**src/rtl/mua_pkg.sv**
```systemverilog
// Package for the ungapped alignment filter: sizes, score type, sequencer states
// and the control group passed to the update cell. No dependencies.
package mua_pkg;

    localparam int MAX_MODEL_LEN = 1024;
    localparam int ALPHABET_SIZE = 32;
    localparam int POS_W         = $clog2(MAX_MODEL_LEN);
    localparam int LEN_W         = POS_W + 1;
    localparam int RES_W         = $clog2(ALPHABET_SIZE);
    localparam int SCORE_W       = 8;
    localparam int TABLE_DEPTH   = ALPHABET_SIZE * MAX_MODEL_LEN;
    localparam int TABLE_AW      = RES_W + POS_W;

    typedef logic [SCORE_W-1:0] score_t;

    // Configuration register indexes.
    localparam logic [2:0] REG_MODEL_LENGTH  = 3'd0;
    localparam logic [2:0] REG_EMISSION_BIAS = 3'd1;
    localparam logic [2:0] REG_SCORE_BASE    = 3'd2;
    localparam logic [2:0] REG_COST_TJB      = 3'd3;
    localparam logic [2:0] REG_COST_TBM      = 3'd4;
    localparam logic [2:0] REG_COST_TEC      = 3'd5;

    // Command codes.
    localparam logic CMD_LOAD    = 1'b0;
    localparam logic CMD_PROCESS = 1'b1;

    typedef enum logic [1:0] {
        ST_IDLE,
        ST_SWEEP,
        ST_DRAIN,
        ST_FINISH
    } seq_state_t;

    // Control for the update cell at the head of the chain.
    typedef struct packed {
        logic valid;   // a model position is at the head this cycle
        logic start;   // position zero: no left neighbour, row maximum restarts
        logic active;  // position lies inside the model length
        logic clear;   // new sequence: old row content reads as zero
    } head_ctrl_t;

endpackage

```
**src/rtl/mua_cell.sv**
```systemverilog
// One storage cell of the circulating row of match scores.
// Depends on mua_pkg.
module mua_cell
(
    input  logic           clk,
    input  logic           rst_n,
    input  logic           shift,
    input  mua_pkg::score_t d_in,
    output mua_pkg::score_t q
);
    import mua_pkg::*;

    score_t score_reg;

    // The cell takes its neighbour's score whenever the row advances.
    always_ff @(posedge clk or negedge rst_n)
    begin
        if (!rst_n)
        begin
            score_reg <= '0;
        end
        else if (shift)
        begin
            score_reg <= d_in;
        end
    end

    assign q = score_reg;

endmodule

```
**config.mk**
```make
export PLATFORM = sky130hd
export DESIGN_NAME = mua_cell
export DESIGN_NICKNAME = d
export VERILOG_FILES = /design/src/rtl/mua_pkg.sv /design/src/rtl/mua_cell.sv
export SDC_FILE = /design/constraint.sdc
export NUM_CORES = 1
export LEC_CHECK = 0
export CAP_MARGIN = 10
export CORE_MARGIN = 2
export CORE_UTILIZATION = 25
export CTS_CLUSTER_SIZE = 12
export DETAILED_ROUTE_END_ITERATION = 7
export DONT_BUFFER_PORTS = 1
export MAX_ROUTING_LAYER = met4
export PLACE_DENSITY = 0.47
export SLEW_MARGIN = 15
export SYNTH_ARGS = -nofsm -noshare
export SYNTH_HDL_FRONTEND = slang
export SYNTH_SLANG_ARGS = --single-unit
export TNS_END_PERCENT = 30
```
**constraint.sdc**
```tcl
create_clock -name clk -period 2.2 [get_ports clk]
set_input_delay 0.44 -clock clk [delete_from_list [all_inputs] [get_ports clk]]
set_output_delay 0.44 -clock clk [all_outputs]
set_load 0.01 [all_outputs]
```
==> run_results.csv <==
group,metric,value,unit
clock_network,cts_buffers,3,
logic_synthesis,yosysWarnings,0,
die,num_io_pins,19,
critical_path,reg2reg_slack,1.37,ns
die,dieArea,1630,sq um
placed_design,dp.cells,31,
timing,period_share,50.3,%
clock_network,h-tree-depth,1,
logic_synthesis,synth_xor_area_share,0,%
die,rows,13,
die,dieWidth,40.4,microns
logic_synthesis,syn-cell-area,332,sq um
logic_synthesis,synthMuxAreaShare,36.2,%
logic_synthesis,syn-num-nets,28,
timing,rsz0062_at_grt,"false",
finish,largest_register_ffs,8,
grt,grt_max_degree,9,
detailed_routing,dr_total_vias,151,
detailed_routing,wl_met2,312,microns
detailed_routing,dr.first_iter.drc_count,2,
logic_synthesis,yosysTopAreaCell,"dfrtp_1",
timing,max_slew.worst_pin.slew,0.362,ns
detailed_routing,drc,0,
detailed_routing,drtPass1Iterations,2,
hold_path,min_to,"q[0]",
detailed_routing,wl_met3,65,microns
die,dieHeight,40.4,microns
power_and_ir_drop,p_per_area,858,nW/um^2
grt,track_usage,9.69,%
critical_path,r2r-start,"q[2]",
critical_path,setup.worst_path.end_class,"output pin",
critical_path,crit_fanout,2,
critical_path,reg2reg_depth,1,
power_and_ir_drop,p_leak,0.177,nW
finish,num_antenna_cells,0,
finish,finalNonFillerCells,35,
placed_design,dpl_cell_area,339,sq um
clock_network,clk_latency,0.25,ns
placed_design,portBuffers,0,
detailed_routing,wl_met1,237,microns
hold_path,min_path_type,"input port to flip-flop",
timing,slew_violations,0,
grt,grt_pass1_vias,172,
logic_synthesis,synth_cell_types,3,
logic_synthesis,synth_top_area_share,60.4,%
run_status,status,"completed",
finish,drive_above_1_share,55.0,%
timing,finalSetupViolations,0,
hold_path,whs_path_depth,1,
clock_network,clockRootBuffer,"clkbuf_4",
critical_path,crit_type,"flip-flop to output pin",
logic_synthesis,synth_top_family_by_area,"multiplexers",
critical_path,startpoint_type,"flip-flop",
finish,mostFrequentLayoutCells,"mux2_4, dfrtp_1, clkbuf_4, dlygate4sd3_1",
timing,fmax,903,MHz
logic_synthesis,synth.avg_cell_area,19.5,sq um
timing,final.setup.tns,0,ns
placed_design,gp_congestion,0.593,
finish,area_growth,12.1,%
detailed_routing,highest_layer,"met3",
clock_network,cts_tree,"built",
logic_synthesis,synth_compound_area_share,0,%
timing,hold_violations,0,
critical_path,required,1.76,ns
grt,grt_overflow,0,
logic_synthesis,synthAdderAreaFrac,0,%
clock_network,clock-sinks,8,
detailed_routing,wl_per_cell,17.6,microns
timing,fin_crit,1.11,ns
timing,clock_skew,0,ns
detailed_routing,detail-route-antenna-nets,0,
logic_synthesis,ys_ff_latch,8,
die,start_util,26.1,%
power_and_ir_drop,peakVddDrop,0.273,mV
critical_path,crit_arrival,0.67,ns
clock_network,clk_pin_slew_worst_paths,0.06,ns
flow_run,maxCapViolCount,0,
timing,relSlewSlack,75.8,%
logic_synthesis,synth-simple-area-share,0,%
hold_path,min-delay-start,"d_in[0]",
detailed_routing,avgViaCountPerCell,4.31,
die,core,1270,sq um
logic_synthesis,ys_seq_area_share,60.4,%
detailed_routing,wl,616,microns
clock_network,clockBufferDepth,2,
finish,fillers,130,
logic_synthesis,synth_area_leaders,"dfrtp_1, mux2_4, buf_6",
logic_synthesis,syn_inst,17,
finish,final_area,372,sq um
critical_path,r2r-end,"q[2]",
grt,antenna_found_initial,0,
grt,grt_pass1_wl,890,microns
finish,nets,33,
==> layout make-up <==
cell class / count / area (sq um) / area share [%]
Sequential cell: 8 / 200 / 53.9
Tap cell: 15 / 18.8 / 5.05
Multi-Input combinational cell: 8 / 120 / 32.3
Timing Repair Buffer: 1 / 10.0 / 2.69
Clock buffer: 3 / 22.5 / 6.06
==> cell families (layout without fill, tap and decap cells) <==
family   count (synthesis)  count (layout)
mux                      8               8
buf+inv                  1               4
flops                    8               8
==> how the worst max path moves through the flow <==
stage          start    to  depth (start not counted)
6_report        q[2]  q[2]                          0
5_1_grt         q[0]  q[0]                          0
4_1_cts         q[0]  q[0]                          0
3_5_place_dp    q[2]  q[2]                          0
3_3_place_gp   shift  q[5]                          1
2_1_floorplan  shift  q[0]                          2
==> metal layers <==
layer	up-vias	global-route usage, %
met1	75	12.2
met5	-	-
li1	65	-
met3	0	4.44
met4	0	10.0
met2	11	10.3
==> where the power goes <==
group | leakage (nW) | total (mW) | switching, mW | internal [mW]
Sequential | 0.0935 | 0.180 | 0.0179 | 0.162
Combinational | 0.0699 | 0.0297 | 0.00660 | 0.0231
Clock | 0.0138 | 0.109 | 0.0468 | 0.0622
Total | 0.177 | 0.319 | 0.0712 | 0.248
==> timing repair <==
action	4_1_cts	5_1_grt
hold buffers	1	0
gates resized for setup	0	0
setup endpoints to repair	0	0
buffers inserted	0	0
hold endpoints to repair	8	0
==> synthesized netlist by cell type <==
master	n
dfrtp_1	8
buf_6	1
mux2_4	8
==> metrics by stage <==
| stage | hold slack, ns | utilization, % | power [mW] | setup slack (ns) |
|---|---|---|---|---|
| after floorplan | 0.144 | - | 0.208 | 1.22 |
| after global placement | 0.145 | 26.7 | 0.207 | 1.36 |
| after detailed placement | 0.145 | 26.7 | 0.208 | 1.35 |
| after CTS | 0.329 | 29.3 | 0.326 | 1.08 |
| after global routing | 0.323 | 29.3 | 0.339 | 1.06 |
| final | 0.337 | 29.3 | 0.319 | 1.09 |
(Power assumes the default switching activity.)
