$ cat src/rtl/mua_pkg.sv
// Package for the ungapped alignment filter: sizes, score type, sequencer states
// and the control group passed to the update cell. No dependencies.
package mua_pkg;

    localparam int MAX_MODEL_LEN = 1024;
    localparam int ALPHABET_SIZE = 32;
    localparam int POS_W         = $clog2(MAX_MODEL_LEN);
    localparam int LEN_W         = POS_W + 1;
    localparam int RES_W         = $clog2(ALPHABET_SIZE);
    localparam int SCORE_W       = 8;
    localparam int TABLE_DEPTH   = ALPHABET_SIZE * MAX_MODEL_LEN;
    localparam int TABLE_AW      = RES_W + POS_W;

    typedef logic [SCORE_W-1:0] score_t;

    // Configuration register indexes.
    localparam logic [2:0] REG_MODEL_LENGTH  = 3'd0;
    localparam logic [2:0] REG_EMISSION_BIAS = 3'd1;
    localparam logic [2:0] REG_SCORE_BASE    = 3'd2;
    localparam logic [2:0] REG_COST_TJB      = 3'd3;
    localparam logic [2:0] REG_COST_TBM      = 3'd4;
    localparam logic [2:0] REG_COST_TEC      = 3'd5;

    // Command codes.
    localparam logic CMD_LOAD    = 1'b0;
    localparam logic CMD_PROCESS = 1'b1;

    typedef enum logic [1:0] {
        ST_IDLE,
        ST_SWEEP,
        ST_DRAIN,
        ST_FINISH
    } seq_state_t;

    // Control for the update cell at the head of the chain.
    typedef struct packed {
        logic valid;   // a model position is at the head this cycle
        logic start;   // position zero: no left neighbour, row maximum restarts
        logic active;  // position lies inside the model length
        logic clear;   // new sequence: old row content reads as zero
    } head_ctrl_t;

endpackage

$ cat src/rtl/mua_head.sv
// Update cell at the head of the chain: computes one new match score per cycle
// while ctrl.valid is high, and keeps the left neighbour and the running row maximum. Depends on mua_pkg.
module mua_head
(
    input  logic             clk,
    input  logic             rst_n,
    input  mua_pkg::head_ctrl_t ctrl,
    input  mua_pkg::score_t  old_score,
    input  mua_pkg::score_t  cost,
    input  mua_pkg::score_t  bias,
    input  mua_pkg::score_t  entry,
    output mua_pkg::score_t  new_score,
    output mua_pkg::score_t  row_max
);
    import mua_pkg::*;

    score_t prev_reg;
    score_t prev_next;
    score_t emax_reg;
    score_t emax_next;
    score_t old_eff;
    score_t prev_eff;
    score_t emax_eff;
    score_t best;
    logic [SCORE_W:0] biased;
    score_t sat;
    score_t sv;

    // Score of the cell: best entry, bias with saturation, cost floored at zero.
    always_comb
    begin
        old_eff   = ctrl.clear ? '0 : old_score;
        prev_eff  = ctrl.start ? '0 : prev_reg;
        emax_eff  = ctrl.start ? '0 : emax_reg;
        best      = (prev_eff > entry) ? prev_eff : entry;
        biased    = {1'b0, best} + {1'b0, bias};
        sat       = biased[SCORE_W] ? {SCORE_W{1'b1}} : biased[SCORE_W-1:0];
        sv        = (sat >= cost) ? (sat - cost) : '0;
        new_score = ctrl.active ? sv : old_eff;
        prev_next = old_eff;
        if (ctrl.active && (sv > emax_eff))
        begin
            emax_next = sv;
        end
        else
        begin
            emax_next = emax_eff;
        end
    end

    always_ff @(posedge clk or negedge rst_n)
    begin
        if (!rst_n)
        begin
            prev_reg <= '0;
            emax_reg <= '0;
        end
        else if (ctrl.valid)
        begin
            prev_reg <= prev_next;
            emax_reg <= emax_next;
        end
    end

    assign row_max = emax_reg;

endmodule

$ cat config.mk
export PLATFORM = sky130hd
export DESIGN_NAME = mua_head
export DESIGN_NICKNAME = d
export VERILOG_FILES = /design/src/rtl/mua_pkg.sv /design/src/rtl/mua_head.sv
export SDC_FILE = /design/constraint.sdc
export NUM_CORES = 1
export LEC_CHECK = 0
export BUFFER_PORTS_ARGS = -buffer_cell sky130_fd_sc_hd__buf_4
export CAP_MARGIN = 10
export CORE_MARGIN = 2
export CORE_UTILIZATION = 54
export DETAILED_ROUTE_END_ITERATION = 12
export HOLD_SLACK_MARGIN = 0.02
export PLACE_DENSITY_LB_ADDON = 0.1
export SYNTH_ARGS = -nofsm -noshare
export SYNTH_HDL_FRONTEND = slang
export SYNTH_SLANG_ARGS = --single-unit
$ cat constraint.sdc
create_clock -name clk -period 13.15 [get_ports clk]
set_input_delay 0.6575 -clock clk [delete_from_list [all_inputs] [get_ports clk]]
set_output_delay 0.6575 -clock clk [all_outputs]
set_load 0.05 [all_outputs]
==> summary.md, run 1 <==
| Metric | Value |
|---|---|
| Top_reg_cell synth | `dfrtp_1` |
| Mapped Avg Cell Area | `8.44 sq um` |
| Min-delay worst type | `in -> async` |
| WS Path Type | `in -> reg` |
| Total die area | `4670 sq um` |
| R2R depth | `25` |
| Clock-pin slew on the worst setup and hold paths | `60 ps` |
| CP max stage delay | `550 ps` |
| Initial Util | `55.9%` |
| Reg2reg start | `prev_reg[5]` |
| Worst Path Buf+Inv | `2` |
| Final Wtd Congestion | `0.937` |
| End point of the critical path | `row_max[7]` |
| Post-Synthesis Cells | `265` |
| Simple-gate share of the synthesized area | `21.9%` |
| Pins Over Slew Limit | `0` |
| Net Sw Frac | `50.0%` |
| Area delta synth->final | `21.0%` |
| Adder-cell share of the synthesized area | `19.7%` |
| Slowest CP cell | `a211oi_1` |
| Worst slew margin | `57.0%` |
| Post-CTS sizing | `0` |
| Iteration-0 DRC Markers | `155` |
| Die height | `68.3 um` |
| Worst Skew | `2.27 ps` |
| Number of max-cap violations | `0` |
| Compound-cell area share of the yosys netlist | `24.6%` |
| CP arrival | `6990 ps` |
| Layout cell share with drive strength beyond 1 | `26.2%` |
| CP top delay family | `compound AO/OA/AOI/OAI gates` |
| Critical R2R Capture | `row_max[7]` |
| Routed Antenna Nets | `0` |
| Peak Freq | `0.147 GHz` |
| Final antenna diode count | `0` |
| Drt total wl | `5.28 mm` |
| Drt via density | `5.77` |
| I/O pin count | `54` |
| Critical Path RT | `13330 ps` |
| Final std cells w/o fill | `363` |
| Chip width | `68.3 um` |
| Placed insts | `359` |
| Post-synth EDFFs | `0` |
| DRC viols | `0` |
| RSZ-0062 raised after global routing | `no` |
| Tcrit/Tclk final | `51.8%` |
| Vias in the first global route | `1864` |
| Critical path depth in cells | `27` |
| Most frequent CP cell | `ha_1` |
| DP HPWL | `4.40 mm` |
| Pwr per Cell Area | `144 nW/um^2` |
| # port buffers | `53` |
| Start point of the critical path | `ctrl[2]` |
| CTS tree | `done` |
| Final Setup Violations | `0` |
| Sink Count | `16` |
| Async set-reset flop share out of synthesis | `100%` |
| First-pass GRT wire length | `8.22 mm` |
| Setup_tns | `0 ps` |
| Synthesis Warnings | `0` |
| Largest net degree at the start of global routing | `17` |
| Clock Tree Buf Depth | `2` |
| Power share of the combinational group | `70.3%` |
| DR pass1 iterations | `4` |
| Tmin final | `6810 ps` |
| CP startpoint kind | `input pin` |
| Final Hold Fails | `0` |
| Row cnt | `23` |
| Seq pwr share | `18.6%` |
| Total grt overflow | `0` |
| Final core occ | `67.7%` |
| Root buffer cell | `clkbuf_8` |
| Post-CTS Hold Buffers | `0` |
| Mux contribution to synthesized area | `7.33%` |
| Post-CTS Setup Bufs | `0` |
| Max IR drop VDD | `0.0668 mV` |
| #FFs+latches synth | `16` |
| Core Area | `4000 sq um` |
| Largest family of logic cells by synthesized area | `compound AO/OA/AOI/OAI gates` |
| TritonCTS Buffers | `3` |
| Leak pwr | `1.32 nW` |
| Int Power | `195 uW` |
| Sequential element share of the synthesized area | `17.9%` |
| Htree depth | `1` |
| Synth unique cells | `55` |
| # fillers | `344` |
| Switching Power | `194 uW` |
| Antenna violations before repair | `0` |
| Routed len/inst | `14.6 um` |
| Net count, final | `386` |
| Via count | `2094` |
| Net Count, Synth | `337` |
| Clock Latency Late Sink | `250 ps` |
| Clk pwr share | `11.2%` |
| Xor/xnor share of the synthesized area | `1.57%` |
| Flop2flop setup slack | `6510 ps` |
| Outcome | `finished, final reports clean` |
| CP endpoint kind | `flip-flop` |
| Worst-margin pin slew | `641 ps` |
| Crit path max fanout | `10` |
| Total GRT Usage | `23.2%` |
| Mapped cell area | `2240 sq um` |
-- cells in the final DEF (no fill, tap or decap), drive strengths merged, types with 2 or more instances in the layout --
cell    instances
fa              2
o22ai           3
clkbuf          4
xor2            3
nand4           5
mux2           11
mux2i           4
nor2           16
nand2          16
a21o            8
nand2b          3
nand3b          7
ha             32
nor3b           7
inv            29
a31oi           2
a21oi          11
a311oi          3
o21ai          16
buf            53
a211oi          6
nand3           7
a22o            7
o31a            2
o21bai          2
o211ai          3
nor2b          10
dfrtp          16
and4b           2
o21a            5
nor3            4
-- worst register-to-register path: cells and delay by family, from the launching register on --
kind,cells,cell delay (ps)
AND/OR/NAND/NOR,8,1390
AO/OA/AOI/OAI,11,2970
flip-flops,1,380
multiplexers,2,530
adder cells (fa/ha/maj),4,1300
-- worst min-delay path by stage --
stage | cells past startpoint | start | to | slack [ps]
after floorplan | 0 | rst_n | prev_reg[0] | 360
after global placement | 1 | prev_reg[6] | prev_reg[6] | 490
after detailed placement | 1 | prev_reg[6] | prev_reg[6] | 500
after CTS | 1 | rst_n | prev_reg[5] | 260
after global routing | 1 | rst_n | prev_reg[1] | 270
final | 1 | rst_n | row_max[6] | 250
-- power by group through the flow --
stage	registers (mW)	clock network, mW	logic (mW)
6_report	0.0722	0.0434	0.273
5_1_grt	0.0736	0.0454	0.297
4_1_cts	0.0720	0.0438	0.272
3_5_place_dp	0.0725	0	0.271
3_3_place_gp	0.0730	0	0.267
2_1_floorplan	0.105	0	0.170
-- kinds of logic after synthesis --
logic type,after synthesis
multiplexers,15
AO/OA/AOI/OAI,72
XOR/XNOR,4
buffers and inverters,39
adder cells (fa/ha/maj),34
flip-flops,16
AND/OR/NAND/NOR,85
-- stage by stage --
stage | setup slack (ps) | power, mW | instance area, sq um | hold WS [ps]
2_1_floorplan | 6940 | 0.275 | 2240 | 362
3_3_place_gp | 6280 | 0.340 | 2650 | 487
3_5_place_dp | 6160 | 0.343 | 2650 | 500
4_1_cts | 6410 | 0.387 | 2710 | 257
5_1_grt | 5980 | 0.416 | 2710 | 269
6_report | 6340 | 0.389 | 2710 | 253
-- layout make-up --
class,count,area (sq um),share of cell area (%)
clock buffer,4,55.1,2.03
tap,50,62.6,2.31
multi-input combinational,210,1680,62.0
sequential,16,400,14.8
inverter,30,113,4.16
timing repair buffer,53,398,14.7
-- per-layer routing --
layer / vias to the layer above / part of all wire (%) / global-route usage (%)
met2: 76 / 47 / 38.3
met1: 945 / 46 / 31.1
li1: 1067 / - / -
met3: 6 / 5.8 / 1.97
met4: 0 / 1.7 / 9.00
met5: - / 0 / 0
-- Yosys cell counts, types with 2 or more instances --
cell type	number	area, sq um
mux2_2	11	124
nand2b_1	3	18.8
nor2_2	2	12.5
nor2b_1	9	56.3
a21o_1	8	60.1
nand2_1	16	60.1
nand4_1	5	31.3
o21bai_1	2	15.0
o21a_1	5	37.5
buf_2	3	15.0
o31a_1	2	17.5
a21oi_2	2	17.5
o21ai_0	13	65.1
nor3b_1	7	52.6
fa_1	2	40.0
ha_1	32	400
dfrtp_1	16	400
o22ai_1	2	12.5
xor2_1	3	26.3
o21ai_1	3	15.0
clkbuf_1	5	18.8
inv_1	29	109
o211ai_1	3	22.5
nor3_1	4	20.0
a22o_1	7	61.3
nand3_1	7	35.0
mux2i_1	4	40.0
and4b_1	2	20.0
nand3b_1	7	52.6
a311oi_1	3	26.3
nor2_1	14	52.6
a211oi_1	4	30.0
a21oi_1	8	40.0
Power figures use the tool's default switching activity.
==> inputs of run 2 (changes only) <==
Clock period 13.15 ns to 6.3 ns, I/O delays scaled along.
==> run 2 against run 1 <==
Non-clock buffer count is 11 higher. First-iteration DRC count fell by 1.9%. Clock skew is 0.51 ps lower. Die area stayed put. Design area rose by 4.3%. Sequential share of layout area decreased by 0.60 points. Critical endpoint is now row_max[0]. Largest cell class unchanged.
==> summary.md, run 2 (same netlist as run 1, synthesis figures left out) <==
| Metric | Value |
|---|---|
| Routed Antenna Nets | `0 (unchanged)` |
| CP endpoint kind | `flip-flop (unchanged)` |
| Final Wtd Congestion | `0.886 (was 0.937)` |
| Core Area | `4000 sq um (unchanged)` |
| CTS tree | `done (unchanged)` |
| Critical R2R Capture | `row_max[0] (was row_max[7])` |
| DP HPWL | `4.42 mm (was 4.40 mm)` |
| Crit path max fanout | `7 (was 10)` |
| Net count, final | `397 (was 386)` |
| Switching Power | `424 uW (was 194 uW)` |
| Drt via density | `5.76 (was 5.77)` |
| Via count | `2148 (was 2094)` |
| Final Setup Violations | `0 (unchanged)` |
| Outcome | `finished, final reports clean (unchanged)` |
| DRC viols | `0 (unchanged)` |
| Peak Freq | `0.168 GHz` |
| Total die area | `4670 sq um (unchanged)` |
| Routed len/inst | `14.8 um (was 14.6 um)` |
| Worst-margin pin slew | `444 ps (was 641 ps)` |
| Htree depth | `1 (unchanged)` |
| DP Worst Slack | `184 ps (was 6160 ps)` |
| Layout cell share with drive strength beyond 1 | `30.0% (was 26.2%)` |
| Int Power | `425 uW (was 195 uW)` |
| Power share of the combinational group | `73.1% (was 70.3%)` |
| Max IR drop VDD | `0.131 mV (was 0.0668 mV)` |
| Initial Util | `55.9% (unchanged)` |
| Antenna violations before repair | `0 (unchanged)` |
| Most common cell after layout, fill and taps aside | `buf_4 (unchanged)` |
| Placed insts | `366 (was 359)` |
| Root buffer cell | `clkbuf_8 (unchanged)` |
| Worst Skew | `1.76 ps (was 2.27 ps)` |
| Number of max-cap violations | `0 (unchanged)` |
| Chip width | `68.3 um (unchanged)` |
| Hold Path Stages | `3` |
| Clock Latency Late Sink | `250 ps (about the same)` |
| Leak pwr | `1.37 nW (was 1.32 nW)` |
| Row cnt | `23 (unchanged)` |
| Seq pwr share | `17.8% (was 18.6%)` |
| Die height | `68.3 um (unchanged)` |
| Final std cells w/o fill | `373 (was 363)` |
| Clock Tree Buf Depth | `2 (unchanged)` |
| CP max stage delay | `430 ps (was 550 ps)` |
| Pwr per Cell Area | `301 nW/um^2 (was 144 nW/um^2)` |
| Min-delay src | `old_score[1]` |
| Most frequent CP cell | `ha_1 (unchanged)` |
| # fillers | `336 (was 344)` |
| DR pass1 iterations | `5 (was 4)` |
| Commonest non-fill, non-tap cells in the layout | `buf_4, ha_1, inv_1 (unchanged)` |
| CP top delay family | `compound AO/OA/AOI/OAI gates (unchanged)` |
| Total GRT Usage | `24.0% (was 23.2%)` |
| Hold EP | `prev_reg[1]` |
| # port buffers | `53 (unchanged)` |
| Clock-pin slew on the worst setup and hold paths | `60 ps (about the same)` |
| Slowest CP cell | `or3b_1 (was a211oi_1)` |
| I/O pin count | `54 (unchanged)` |
| First-pass GRT wire length | `8.55 mm (was 8.22 mm)` |
| Min-delay worst type | `in -> reg (was in -> async)` |
| Vias in the first global route | `1936 (was 1864)` |
| TritonCTS Buffers | `3 (unchanged)` |
| Pins Over Slew Limit | `0 (unchanged)` |
| Critical Path RT | `6480 ps (was 13330 ps)` |
| Tmin final | `5950 ps` |
| Final antenna diode count | `0 (unchanged)` |
| Area delta synth->final | `26.2% (was 21.0%)` |
| Reg2reg start | `prev_reg[7] (was prev_reg[5])` |
| Worst slew margin | `70.2% (was 57.0%)` |
| Flop2flop setup slack | `350 ps (was 6510 ps)` |
| Worst Path Buf+Inv | `3 (was 2)` |
| Net Sw Frac | `49.9% (was 50.0%)` |
| Largest net degree at the start of global routing | `17 (unchanged)` |
| Tcrit/Tclk final | `94.4%` |
| Iteration-0 DRC Markers | `152 (was 155)` |
| CP startpoint kind | `flip-flop (was input pin)` |
| Total grt overflow | `0 (unchanged)` |
| R2R depth | `28 (was 25)` |
| Setup WS post-layout | `351 ps (was 6340 ps)` |
| Sink Count | `16 (unchanged)` |
| Final Hold Fails | `0 (unchanged)` |
| Drt total wl | `5.54 mm (was 5.28 mm)` |
| CP arrival | `6130 ps (was 6990 ps)` |
| WS Path Type | `reg -> reg (was in -> reg)` |
| Clk pwr share | `9.1% (was 11.2%)` |
[run 2: stage by stage]
step	utilization [%]	TNS (ps)	hold slack, ps	power, mW	instance area, sq um
6_report	70.5	0	314	0.849	2820
5_1_grt	70.5	-73.0	339	0.910	2820
4_1_cts	68.9	0	319	0.810	2760
3_5_place_dp	67.6	0	186	0.731	2700
3_3_place_gp	67.6	0	183	0.724	2700
2_1_floorplan	-	0	19.4	0.574	2240
[run 2: worst max-delay path by stage]
stage / from / to / slack, ps / depth (start not counted)
after global routing: prev_reg[7] / row_max[5] / -20 / 28
after CTS: prev_reg[7] / row_max[0] / 230 / 29
after floorplan: ctrl[2] / row_max[7] / 450 / 27
after detailed placement: ctrl[2] / row_max[0] / 180 / 29
final: prev_reg[7] / row_max[0] / 350 / 28
after global placement: ctrl[2] / row_max[6] / 340 / 26
[run 2: layer usage]
layer	track usage [%]	vias up	wire, um
li1	-	1087	-
met1	33.3	983	2620
met2	41.0	72	2590
met3	1.15	6	266
met4	5.25	0	56
met5	0	-	0
[run 2: what timing repair did]
action                     CTS  global route
setup buffers                0             3
setup endpoints to repair    0             8
hold endpoints to repair    16             0
hold buffers                 1             0
gates resized for setup      0            10
[run 2: power groups by stage]
stage | sequential (mW) | combinational (mW) | clock (mW)
after floorplan | 0.219 | 0.355 | 0
after global placement | 0.151 | 0.573 | 0
after detailed placement | 0.150 | 0.581 | 0
after CTS | 0.149 | 0.584 | 0.0763
after global routing | 0.153 | 0.675 | 0.0818
final | 0.151 | 0.621 | 0.0773
[run 2: area by class of cell]
cell class / count / area (sq um) / area share (%)
Multi-Input combinational cell: 210 / 1710 / 60.6
Sequential cell: 16 / 400 / 14.2
Timing Repair Buffer: 64 / 494 / 17.5
Clock buffer: 3 / 41.3 / 1.46
Inverter: 30 / 113 / 3.99
Tap cell: 50 / 62.6 / 2.22
[run 2: tightest hold or removal path, stage by stage]
cell	delay (ps)
buf_4	80
nand3b_1	60
o21ai_0	70
==> inputs of run 3 (changes only) <==
Settings changed: PLACE_DENSITY set to 0.76, PLACE_DENSITY_LB_ADDON 0.1 to unset.
==> run 3 against run 2 <==
Count of clock-buffer cells in the layout is 1 higher. Routed wire length barely moved. Via count increased by 0.93%. Critical endpoint is now row_max[7].
==> summary.md, run 3 (same netlist as run 1, synthesis figures left out) <==
| Metric | Value |
|---|---|
| Total GRT Usage | `24.0% (about the same)` |
| Die height | `68.3 um (unchanged)` |
| Tcrit/Tclk final | `94.9% (was 94.4%)` |
| CP startpoint kind | `flip-flop (unchanged)` |
| TritonCTS Buffers | `3 (unchanged)` |
| WS Path Type | `reg -> reg (unchanged)` |
| Total grt overflow | `0 (unchanged)` |
| Root buffer cell | `clkbuf_8 (unchanged)` |
| DP HPWL | `4.50 mm (was 4.42 mm)` |
| Final Wtd Congestion | `0.886 (about the same)` |
| Worst slew margin | `71.7% (was 70.2%)` |
| Peak Freq | `0.167 GHz (was 0.168 GHz)` |
| Crit path max fanout | `10 (was 7)` |
| Worst-margin pin slew | `425 ps (was 444 ps)` |
| Min-delay worst type | `in -> reg (unchanged)` |
| Max IR drop VDD | `0.133 mV (was 0.131 mV)` |
| # fillers | `331 (was 336)` |
| Drt via density | `5.81 (was 5.76)` |
| Core Area | `4000 sq um (unchanged)` |
| Pins Over Slew Limit | `0 (unchanged)` |
| Commonest non-fill, non-tap cells in the layout | `buf_4, ha_1, inv_1 (unchanged)` |
| Layout cell share with drive strength beyond 1 | `30.7% (was 30.0%)` |
| Routed len/inst | `14.8 um (about the same)` |
| Antenna violations before repair | `0 (unchanged)` |
| CP endpoint kind | `flip-flop (unchanged)` |
| Initial Util | `55.9% (unchanged)` |
| R2R depth | `27 (was 28)` |
| Worst Skew | `0.803 ps (was 1.76 ps)` |
| Clock Tree Buf Depth | `2 (unchanged)` |
| Outcome | `finished, final reports clean (unchanged)` |
| Vias in the first global route | `1973 (was 1936)` |
| Sink Count | `16 (unchanged)` |
| Pwr per Cell Area | `305 nW/um^2 (was 301 nW/um^2)` |
| Final antenna diode count | `0 (unchanged)` |
| DR pass1 iterations | `4 (was 5)` |
| Clock Latency Late Sink | `240 ps (was 250 ps)` |
| Iteration-0 DRC Markers | `128 (was 152)` |
| Clock-pin slew on the worst setup and hold paths | `60 ps (about the same)` |
| Area delta synth->final | `27.3% (was 26.2%)` |
| First-pass GRT wire length | `8.67 mm (was 8.55 mm)` |
| Htree depth | `1 (unchanged)` |
| Row cnt | `23 (unchanged)` |
| Total die area | `4670 sq um (unchanged)` |
| Setup WS post-layout | `324 ps (was 351 ps)` |
| Fin area | `2850 sq um (was 2820 sq um)` |
| I/O pin count | `54 (unchanged)` |
| Leak pwr | `1.38 nW (was 1.37 nW)` |
| CTS tree | `done (unchanged)` |
| Critical Path RT | `6470 ps (was 6480 ps)` |
| Drt total wl | `5.54 mm (about the same)` |
| Chip width | `68.3 um (unchanged)` |
| Final Setup Violations | `0 (unchanged)` |
| DP Worst Slack | `-5.07 ps (was 184 ps)` |
| # port buffers | `53 (unchanged)` |
| Largest net degree at the start of global routing | `17 (unchanged)` |
| Most common cell after layout, fill and taps aside | `buf_4 (unchanged)` |
| DRC viols | `0 (unchanged)` |
| Net count, final | `396 (was 397)` |
| Hold Path Stages | `3 (unchanged)` |
| Placed Area | `2710 sq um (was 2700 sq um)` |
| Final Hold Fails | `0 (unchanged)` |
| Routed Antenna Nets | `0 (unchanged)` |
| Number of max-cap violations | `0 (unchanged)` |
| Tmin final | `5980 ps (was 5950 ps)` |
| CP arrival | `6150 ps (was 6130 ps)` |
| Via count | `2168 (was 2148)` |
run 3: area by class of cell:
cell class | count | area [sq um] | share of cell area, %
inverters | 30 | 113 | 3.96
well taps | 50 | 62.6 | 2.20
flip-flops and latches | 16 | 400 | 14.1
multi-input cells | 210 | 1740 | 61.0
repair buffers | 63 | 479 | 16.8
clock buffers | 4 | 55.1 | 1.93
run 3: final timing paths:
kind,from,endpoint,slack (ps)
min in group asynchronous,rst_n,row_max[3],460
max,prev_reg[7],row_max[7],320
min reg2reg,prev_reg[5],prev_reg[5],520
min,old_score[4],prev_reg[4],320
max in group asynchronous,rst_n,prev_reg[7],5650
max reg2reg,prev_reg[7],row_max[7],320
run 3: through the flow:
| stage | hold slack [ps] | TNS (ps) | util, % | total power, mW | std cells |
|---|---|---|---|---|---|
| after floorplan | 19.4 | 0 | - | 0.574 | 265 |
| after global placement | 184 | 0 | 67.8 | 0.723 | 367 |
| after detailed placement | 187 | -8.40 | 67.8 | 0.734 | 367 |
| after CTS | 319 | 0 | 69.4 | 0.827 | 372 |
| after global routing | 327 | -559 | 71.2 | 0.929 | 373 |
| final | 321 | 0 | 71.2 | 0.868 | 373 |
run 3: what timing repair did:
action                                  CTS  global route
setup buffers                             0             1
gates resized for setup                   0            12
endpoints found under the hold margin    16             0
hold buffers                              1             0
endpoints found under the setup margin    0             8
run 3: worst max-delay path, cell delays in order, from the launching register on:
cell       delay, ps
dfrtp_1          370
inv_1             80
nor2_1            70
ha_1             320
nand2_1           60
o21ai_1          190
mux2i_1          120
a21oi_2          160
buf_4            140
mux2_2           320
ha_1             320
nor2b_1          160
o31a_1           260
o21ai_2          210
a21oi_2          110
or3_1            410
ha_1             330
nand2_1           90
a311oi_2         380
a211oi_4          80
buf_6            170
a211oi_4         250
ha_1             330
nand4_1          150
or3b_1           410
o22ai_4          210
nand2b_1          90
o2bb2ai_1        140
run 3: power by group:
part	internal (mW)	switching [mW]	total, mW
Sequential	0.128	0.0228	0.151
Combinational	0.251	0.376	0.628
Clock	0.0553	0.0340	0.0893
Total	0.435	0.433	0.868
run 3: routing by layer:
layer / wire length [um] / vias up / GRT usage (%)
li1: - / 1079 / -
met3: 301 / 6 / 1.97
met5: 0 / - / 0
met4: 60 / 0 / 4.75
met2: 2690 / 78 / 42.1
met1: 2490 / 1005 / 32.0
